`src/rtl/core/pdr_pkg.sv`:
```
package pdr_pkg;

  // Width of the PWM down-counters and of the match and goal values.
  localparam int CNT_W = 16;
  // Width of the ramp prescalers, which restart from zero at the step limit.
  localparam int PRESC_W = 16;
  // Width of each configuration register.
  localparam int CFG_W = 16;
  localparam int CFG_IDX_W = 2;

  // Reset values of the configuration registers.
  localparam logic [CFG_W-1:0] PERIOD_RESET = CFG_W'(32500);
  localparam logic [CFG_W-1:0] SCALE_RESET = CFG_W'(325);
  localparam logic [CFG_W-1:0] INTERVAL_RESET = CFG_W'(200);
  // Reload value that follows from the reset period.
  localparam logic [CNT_W-1:0] RELOAD_RESET = CNT_W'(32499);

  typedef enum logic [1:0] {
    KIND_TICK      = 2'd0,
    KIND_SET_SPEED = 2'd1,
    KIND_RAMP      = 2'd2,
    KIND_SET_DIR   = 2'd3
  } kind_t;

  typedef enum logic [CFG_IDX_W-1:0] {
    REG_PERIOD   = 2'd0,
    REG_SCALE    = 2'd1,
    REG_INTERVAL = 2'd2,
    REG_UNUSED   = 2'd3
  } cfg_idx_t;

  typedef struct packed {
    logic [1:0] kind;
    logic       channel;
    logic [6:0] speed;
    logic       direction;
  } in_t;

  typedef struct packed {
    logic        left_pwm;
    logic        right_pwm;
    logic        left_dir_pin;
    logic        right_dir_pin;
    logic        left_ramping;
    logic        right_ramping;
    logic [15:0] left_match_now;
    logic [15:0] right_match_now;
  } out_t;

  // Per-transaction command to one channel; at most one of the flags is set.
  typedef struct packed {
    logic               tick;
    logic               set_now;
    logic               ramp;
    logic [CNT_W-1:0]   target;
    logic [CNT_W-1:0]   reload;
    logic [PRESC_W-1:0] limit;
  } ch_cmd_t;

  // Channel status after the transaction has been applied.
  typedef struct packed {
    logic             pwm;
    logic             ramping;
    logic [CNT_W-1:0] match;
  } ch_stat_t;

endpackage

```
`src/rtl/core/pdr_channel.sv`:
```
module pdr_channel (
  input  logic               clk,
  input  logic               rst_n,
  input  pdr_pkg::ch_cmd_t   cmd,
  output pdr_pkg::ch_stat_t  stat
);

  logic [pdr_pkg::CNT_W-1:0]   cnt_r, cnt_nxt;
  logic [pdr_pkg::CNT_W-1:0]   match_r, match_nxt;
  logic [pdr_pkg::CNT_W-1:0]   goal_r, goal_nxt;
  logic [pdr_pkg::PRESC_W-1:0] presc_r, presc_nxt;
  logic [pdr_pkg::PRESC_W-1:0] presc_inc;

  always_comb begin
    cnt_nxt   = cnt_r;
    match_nxt = match_r;
    goal_nxt  = goal_r;
    presc_nxt = presc_r;
    presc_inc = presc_r + pdr_pkg::PRESC_W'(1);
    if (cmd.tick) begin
      // A counter left above a shortened reload restarts at once.
      if ((cnt_r == '0) || (cnt_r > cmd.reload)) begin
        cnt_nxt = cmd.reload;
      end else begin
        cnt_nxt = cnt_r - pdr_pkg::CNT_W'(1);
      end
      if (match_r == goal_r) begin
        presc_nxt = '0;
      end else if (presc_inc >= cmd.limit) begin
        presc_nxt = '0;
        if (match_r < goal_r) begin
          match_nxt = match_r + pdr_pkg::CNT_W'(1);
        end else begin
          match_nxt = match_r - pdr_pkg::CNT_W'(1);
        end
      end else begin
        presc_nxt = presc_inc;
      end
    end else if (cmd.set_now) begin
      match_nxt = cmd.target;
      goal_nxt  = cmd.target;
      presc_nxt = '0;
    end else if (cmd.ramp) begin
      goal_nxt  = cmd.target;
      presc_nxt = '0;
    end
  end

  always_ff @(posedge clk) begin
    if (!rst_n) begin
      cnt_r   <= pdr_pkg::RELOAD_RESET;
      match_r <= pdr_pkg::RELOAD_RESET;
      goal_r  <= pdr_pkg::RELOAD_RESET;
      presc_r <= '0;
    end else begin
      cnt_r   <= cnt_nxt;
      match_r <= match_nxt;
      goal_r  <= goal_nxt;
      presc_r <= presc_nxt;
    end
  end

  assign stat.pwm     = cnt_nxt > match_nxt;
  assign stat.ramping = match_nxt != goal_nxt;
  assign stat.match   = match_nxt;

endmodule

```
`src/rtl/core/pwm_duty_ramp_two_channel_top.sv`:
```
// Channel   Direction  Handshake               Payload
// in_       input      in_valid / in_stall     in_data    (pdr_pkg::in_t)
// out_      output     out_valid / out_stall   out_data   (pdr_pkg::out_t)
// cfg_      input      cfg_valid / cfg_ready   cfg_index, cfg_data
//
// A transaction updates the channel state at the edge where it is accepted and
// its result is registered at that edge, in the output register or, if out_stall
// holds it, in the skid entry; one transaction per cycle while in_stall is low.
// The output register is backed by one skid entry, so in_stall rises only
// when both are full and is a registered signal.
// Synchronous active-low reset restores the configuration, counters and pins.
module pwm_duty_ramp_two_channel_top (
  input  logic                            clk,
  input  logic                            rst_n,
  input  logic                            in_valid,
  output logic                            in_stall,
  input  pdr_pkg::in_t                    in_data,
  output logic                            out_valid,
  input  logic                            out_stall,
  output pdr_pkg::out_t                   out_data,
  input  logic                            cfg_valid,
  output logic                            cfg_ready,
  input  logic [pdr_pkg::CFG_IDX_W-1:0]   cfg_index,
  input  logic [pdr_pkg::CFG_W-1:0]       cfg_data
);

  // Configuration registers. Writes are taken in any cycle.
  logic [pdr_pkg::CFG_W-1:0] period_r, scale_r, interval_r;

  assign cfg_ready = 1'b1;

  always_ff @(posedge clk) begin
    if (!rst_n) begin
      period_r   <= pdr_pkg::PERIOD_RESET;
      scale_r    <= pdr_pkg::SCALE_RESET;
      interval_r <= pdr_pkg::INTERVAL_RESET;
    end else if (cfg_valid && cfg_ready) begin
      case (pdr_pkg::cfg_idx_t'(cfg_index))
        pdr_pkg::REG_PERIOD:   period_r   <= cfg_data;
        pdr_pkg::REG_SCALE:    scale_r    <= cfg_data;
        pdr_pkg::REG_INTERVAL: interval_r <= cfg_data;
        default: ;
      endcase
    end
  end

  // Shared derived values: reload, step limit and the speed target.
  logic [pdr_pkg::CNT_W-1:0]   reload;
  logic [pdr_pkg::PRESC_W-1:0] limit;
  logic [22:0]                 high_full;
  logic [pdr_pkg::CNT_W-1:0]   high_sat;
  logic [pdr_pkg::CNT_W-1:0]   target;

  always_comb begin
    // A period of zero or one gives a zero reload.
    if (period_r <= pdr_pkg::CFG_W'(1)) begin
      reload = '0;
    end else begin
      reload = pdr_pkg::CNT_W'(period_r - pdr_pkg::CFG_W'(1));
    end
    // A zero ramp interval behaves as one.
    limit = (interval_r == '0) ? pdr_pkg::PRESC_W'(1) : pdr_pkg::PRESC_W'(interval_r);
    // High time saturates at the reload value, the most that the period allows.
    high_full = 23'(in_data.speed) * 23'(scale_r);
    if (high_full > 23'(reload)) begin
      high_sat = reload;
    end else begin
      high_sat = pdr_pkg::CNT_W'(high_full);
    end
    target = reload - high_sat;
  end

  // Output register with one skid entry behind it.
  logic           out_valid_r, out_valid_nxt;
  pdr_pkg::out_t  out_data_r, out_data_nxt;
  logic           skid_valid_r, skid_valid_nxt;
  pdr_pkg::out_t  skid_data_r, skid_data_nxt;
  logic           accept;

  assign in_stall = skid_valid_r;
  assign accept   = in_valid && !skid_valid_r;

  // Decode the transaction into a command for each channel.
  pdr_pkg::kind_t    kind;
  pdr_pkg::ch_cmd_t  cmd_l, cmd_r;
  pdr_pkg::ch_stat_t stat_l, stat_r;

  assign kind = pdr_pkg::kind_t'(in_data.kind);

  always_comb begin
    cmd_l.tick    = accept && (kind == pdr_pkg::KIND_TICK);
    cmd_l.set_now = accept && (kind == pdr_pkg::KIND_SET_SPEED) && !in_data.channel;
    cmd_l.ramp    = accept && (kind == pdr_pkg::KIND_RAMP) && !in_data.channel;
    cmd_l.target  = target;
    cmd_l.reload  = reload;
    cmd_l.limit   = limit;
    cmd_r         = cmd_l;
    cmd_r.set_now = accept && (kind == pdr_pkg::KIND_SET_SPEED) && in_data.channel;
    cmd_r.ramp    = accept && (kind == pdr_pkg::KIND_RAMP) && in_data.channel;
  end

  pdr_channel u_left (
    .clk   (clk),
    .rst_n (rst_n),
    .cmd   (cmd_l),
    .stat  (stat_l)
  );

  pdr_channel u_right (
    .clk   (clk),
    .rst_n (rst_n),
    .cmd   (cmd_r),
    .stat  (stat_r)
  );

  // Direction pins: the left pin follows the direction bit, the right pin
  // is its inverse, so each is high for its own polarity.
  logic [1:0] dir_r, dir_nxt;

  always_comb begin
    dir_nxt = dir_r;
    if (accept && (kind == pdr_pkg::KIND_SET_DIR)) begin
      if (!in_data.channel) begin
        dir_nxt[0] = in_data.direction;
      end else begin
        dir_nxt[1] = !in_data.direction;
      end
    end
  end

  always_ff @(posedge clk) begin
    if (!rst_n) begin
      dir_r <= '0;
    end else begin
      dir_r <= dir_nxt;
    end
  end

  // Result of the accepted transaction, taken from the updated state.
  pdr_pkg::out_t result;

  always_comb begin
    result.left_pwm        = stat_l.pwm;
    result.right_pwm       = stat_r.pwm;
    result.left_dir_pin    = dir_nxt[0];
    result.right_dir_pin   = dir_nxt[1];
    result.left_ramping    = stat_l.ramping;
    result.right_ramping   = stat_r.ramping;
    result.left_match_now  = stat_l.match;
    result.right_match_now = stat_r.match;
  end

  always_comb begin
    out_valid_nxt  = out_valid_r;
    out_data_nxt   = out_data_r;
    skid_valid_nxt = skid_valid_r;
    skid_data_nxt  = skid_data_r;
    if (!out_valid_r || !out_stall) begin
      // The output register is free this cycle; the skid entry goes first.
      if (skid_valid_r) begin
        out_valid_nxt  = 1'b1;
        out_data_nxt   = skid_data_r;
        skid_valid_nxt = 1'b0;
      end else begin
        out_valid_nxt = accept;
        out_data_nxt  = result;
      end
    end else if (accept) begin
      skid_valid_nxt = 1'b1;
      skid_data_nxt  = result;
    end
  end

  always_ff @(posedge clk) begin
    if (!rst_n) begin
      out_valid_r  <= 1'b0;
      skid_valid_r <= 1'b0;
    end else begin
      out_valid_r  <= out_valid_nxt;
      skid_valid_r <= skid_valid_nxt;
    end
  end

  always_ff @(posedge clk) begin
    out_data_r  <= out_data_nxt;
    skid_data_r <= skid_data_nxt;
  end

  assign out_valid = out_valid_r;
  assign out_data  = out_data_r;

endmodule
```
`config.mk`:
```
export PLATFORM = sky130hd
export DESIGN_NAME = pwm_duty_ramp_two_channel_top
export DESIGN_NICKNAME = d
export VERILOG_FILES = /design/src/rtl/core/pdr_pkg.sv /design/src/rtl/core/pdr_channel.sv /design/src/rtl/core/pwm_duty_ramp_two_channel_top.sv
export SDC_FILE = /design/constraint.sdc
export NUM_CORES = 1
export LEC_CHECK = 0
export BUFFER_PORTS_ARGS = -buffer_cell sky130_fd_sc_hd__buf_2
export CORE_MARGIN = 4
export CORE_UTILIZATION = 50
export DETAILED_ROUTE_END_ITERATION = 8
export PLACE_DENSITY = 0.69
export SYNTH_ARGS = -nofsm -noshare
export SYNTH_HDL_FRONTEND = slang
export SYNTH_SLANG_ARGS = --single-unit
```
`constraint.sdc`:
```
create_clock -name clk -period 14.9 [get_ports clk]
set_clock_uncertainty 0.1 [all_clocks]
set_input_delay 2.98 -clock clk [delete_from_list [all_inputs] [get_ports clk]]
set_output_delay 2.98 -clock clk [all_outputs]
set_load 0.02 [all_outputs]
```
==> impl_metrics.tcl <==
set metrics [dict create \
    status "completed" \
    portBuffers 73 \
    dp.cells 3086 \
    syn_inst 2533 \
    worst_pin_slew_ns 1.14 \
    drive_above_1_share 0.0765 \
    cts_root_buffer "clkbuf_16" \
    crit_top_cell "fa_1" \
    grt_max_degree 84 \
    crit_arrival_ns 13.75 \
    cap_violations 0 \
    dieArea_mm2 0.0457 \
    async_flop_share 0 \
    fin_crit_sh 0.908 \
    hold_path_class "flop to flop" \
    slew_viol_final 0 \
    grt_pass1_wl_um 95900 \
    antenna_cells 0 \
    fin_setup_tns_ns 0 \
    ys_top_cells_by_area "dfxtp_1 (17%), ha_1 (14%), edfxtp_1 (11%)" \
    path_class "input port to flop" \
    reg2reg_from "scale_r[6]" \
    clk_pin_slew_ns 0.07 \
    design.core.area_mm2 0.0419 \
    synth_top_area_share 0.170 \
    avgViaCountPerCell 5.97 \
    syn_nets 2872 \
    synth_area_leader_cell "dfxtp_1" \
    die_w_um 214 \
    syn_avg_cell_area_um2 8.36 \
    track_usage 0.260 \
    routedWlPerCell_um 19.2 \
    drc 0 \
    cp-end-kind "flop" \
    pin_count 75 \
    place.gp.congestion 0.992 \
    instances_no_fill 3141 \
    grt_remaining_overflow 0 \
    dpl.hpwl_um 45800 \
    ant_nets 0 \
    cts_resized 0 \
    cp_max_fo 18 \
    grt_pass1_vias 18400 \
    hold-worst-slack_ns 0.362 \
    dr.pass1.iters 8 \
    worst_path_dominant_cell_family "adder cells" \
    final_util 0.554 \
    cts_made_buffers 30 \
    clk_latency_ns 0.58 \
    cts_buffer_depth 3 \
    peakVddDrop_v 0.000113 \
    crit_slowest_cell "a221oi_1" \
    cp-start-kind "input port" \
    total_power_uw 4020 \
    antenna_found_initial 1 \
    fin_crit_ns 13.53 \
    ys_seq_area_frac 0.278 \
    rsz0062_at_grt "false" \
    drt_iter0_markers 1594 \
    crit_path_start "in_data[3]" \
    syn_to_final_growth_pct 9.72 \
    finalSetupViolCount 0 \
    row_count 75 \
    synth_edf_count 76 \
    hold_start "interval_r[0]" \
    cts.sinks 256 \
    wl_um 60300 \
    relSlewSlack 0.241 \
    cts_max_level 1 \
    required_ns 15.12 \
    ctsHoldBuffers 0 \
    slowest_delay_ns 0.59 \
    nNetsFinal 2918 \
    synth.distinct_cells 88 \
    synthFlopType "dfxtp_1" \
    hold_violations 0 \
    power.density_mw_per_mm2 173 \
    num_vias 18800 \
    max_freq_mhz 73.9 \
    netlist_area_mm2 0.0212 \
    yosysWarnings 0 \
    initial_utilization 0.505 \
    cts_tree "built" \
    post-cts-setup-buffers 0 \
    die_h_um 214 \
    yosys_register_bits 256 \
    leakage_uw 0.0103 \
    worstPathBufferInverterCount 3 \
]
==> placed cells by master, fill, tap and decap left out, drive strengths merged, types with 32 or more instances in the layout <==
cell type / instances
mux2i: 32
buf: 104
a21o: 33
nor2: 187
a21oi: 213
o21ai: 135
nand3: 49
nand2b: 42
dfxtp: 180
xor2: 58
edfxtp: 76
nand2: 298
and2: 112
nor3: 45
inv: 203
clkbuf: 39
xnor2: 66
o211ai: 34
ha: 233
fa: 72
==> metrics by stage <==
stage,setup slack [ns],area (µm²)
after floorplan,2.07,21200
after global placement,1.38,22100
after detailed placement,0.884,22100
final,1.37,23200
after CTS,1.45,23200
after global routing,0.622,23200
==> metal layers <==
layer | vias up | global-route usage | share of wire
li1 | 9026 | - | -
met1 | 9008 | 0.354 | 0.44
met2 | 577 | 0.433 | 0.46
met3 | 141 | 0.0317 | 0.059
met4 | 0 | 0.0797 | 0.033
met5 | - | 0 | 0
==> cell usage after synthesis (5+ instances only) <==
library cell and n:
nor2b_1 14, o22a_1 5, or4_1 6, o211ai_1 32
nor2_1 186, a221oi_1 8, a21o_1 33, o21a_1 24
mux2i_1 32, nand4_1 27, o31ai_1 9, o21ai_0 134
o22ai_1 9, and3_1 30, a211oi_1 24, o21bai_1 10
nor4_1 18, nand4b_1 5, a21oi_1 213, clkbuf_1 83
nor3_1 45, nand3b_1 26, fa_1 72, ha_1 233
inv_1 198, a31oi_1 12, xnor2_1 66, nand2b_1 41
a211o_1 7, a22oi_1 9, a2111oi_0 6, edfxtp_1 76
o221ai_1 10, mux2_2 16, dfxtp_1 180, or2_2 11
nand2_1 298, or3_1 19, nand3_1 49, xor2_1 58
and2_1 111, nor3b_1 6
==> power breakdown <==
part	leakage [µW]	switching [µW]	internal, µW
sequential	0.00215	41.3	789
combinational	0.00763	1440	919
clock	0.000549	308	521
==> worst register-to-register path, delay by kind of cell, from the launching register on <==
| family | cells | cell delay [ns] |
|---|---|---|
| AO/OA/AOI/OAI | 13 | 3.51 |
| flip-flops | 1 | 0.48 |
| XOR/XNOR | 1 | 0.19 |
| buffers and inverters | 2 | 0.09 |
| adder cells (fa/ha/maj) | 9 | 3.52 |
| AND/OR/NAND/NOR | 16 | 3.19 |
==> worst paths after layout <==
kind,end,cells past startpoint,slack [ns]
max,out_data[37],42,1.37
min,interval_r[0],2,0.36
max reg2reg,out_data[37],41,3.58
min reg2reg,interval_r[0],2,0.36
==> area by class of cell <==
cell class              count  area [µm²]
clock buffers              39         846
clock inverters            16         269
fillers                  3900       18700
inverters                 200         751
multi-input cells        1987       14200
flip-flops and latches    256        5890
well taps                 539         674
repair buffers            104         601
==> cells by family after synthesis <==
group | count (synthesis) | share of synthesized area
buffers and inverters | 290 | 0.0521
and+or+nand+nor | 908 | 0.210
muxes | 48 | 0.0236
DFF | 256 | 0.278
adders and majority gates | 308 | 0.207
other | 1 | 0.000177
xor gates and xnor gates | 124 | 0.0513
AOI/OAI and AO/OA | 598 | 0.177
(Power assumes the default switching activity.)
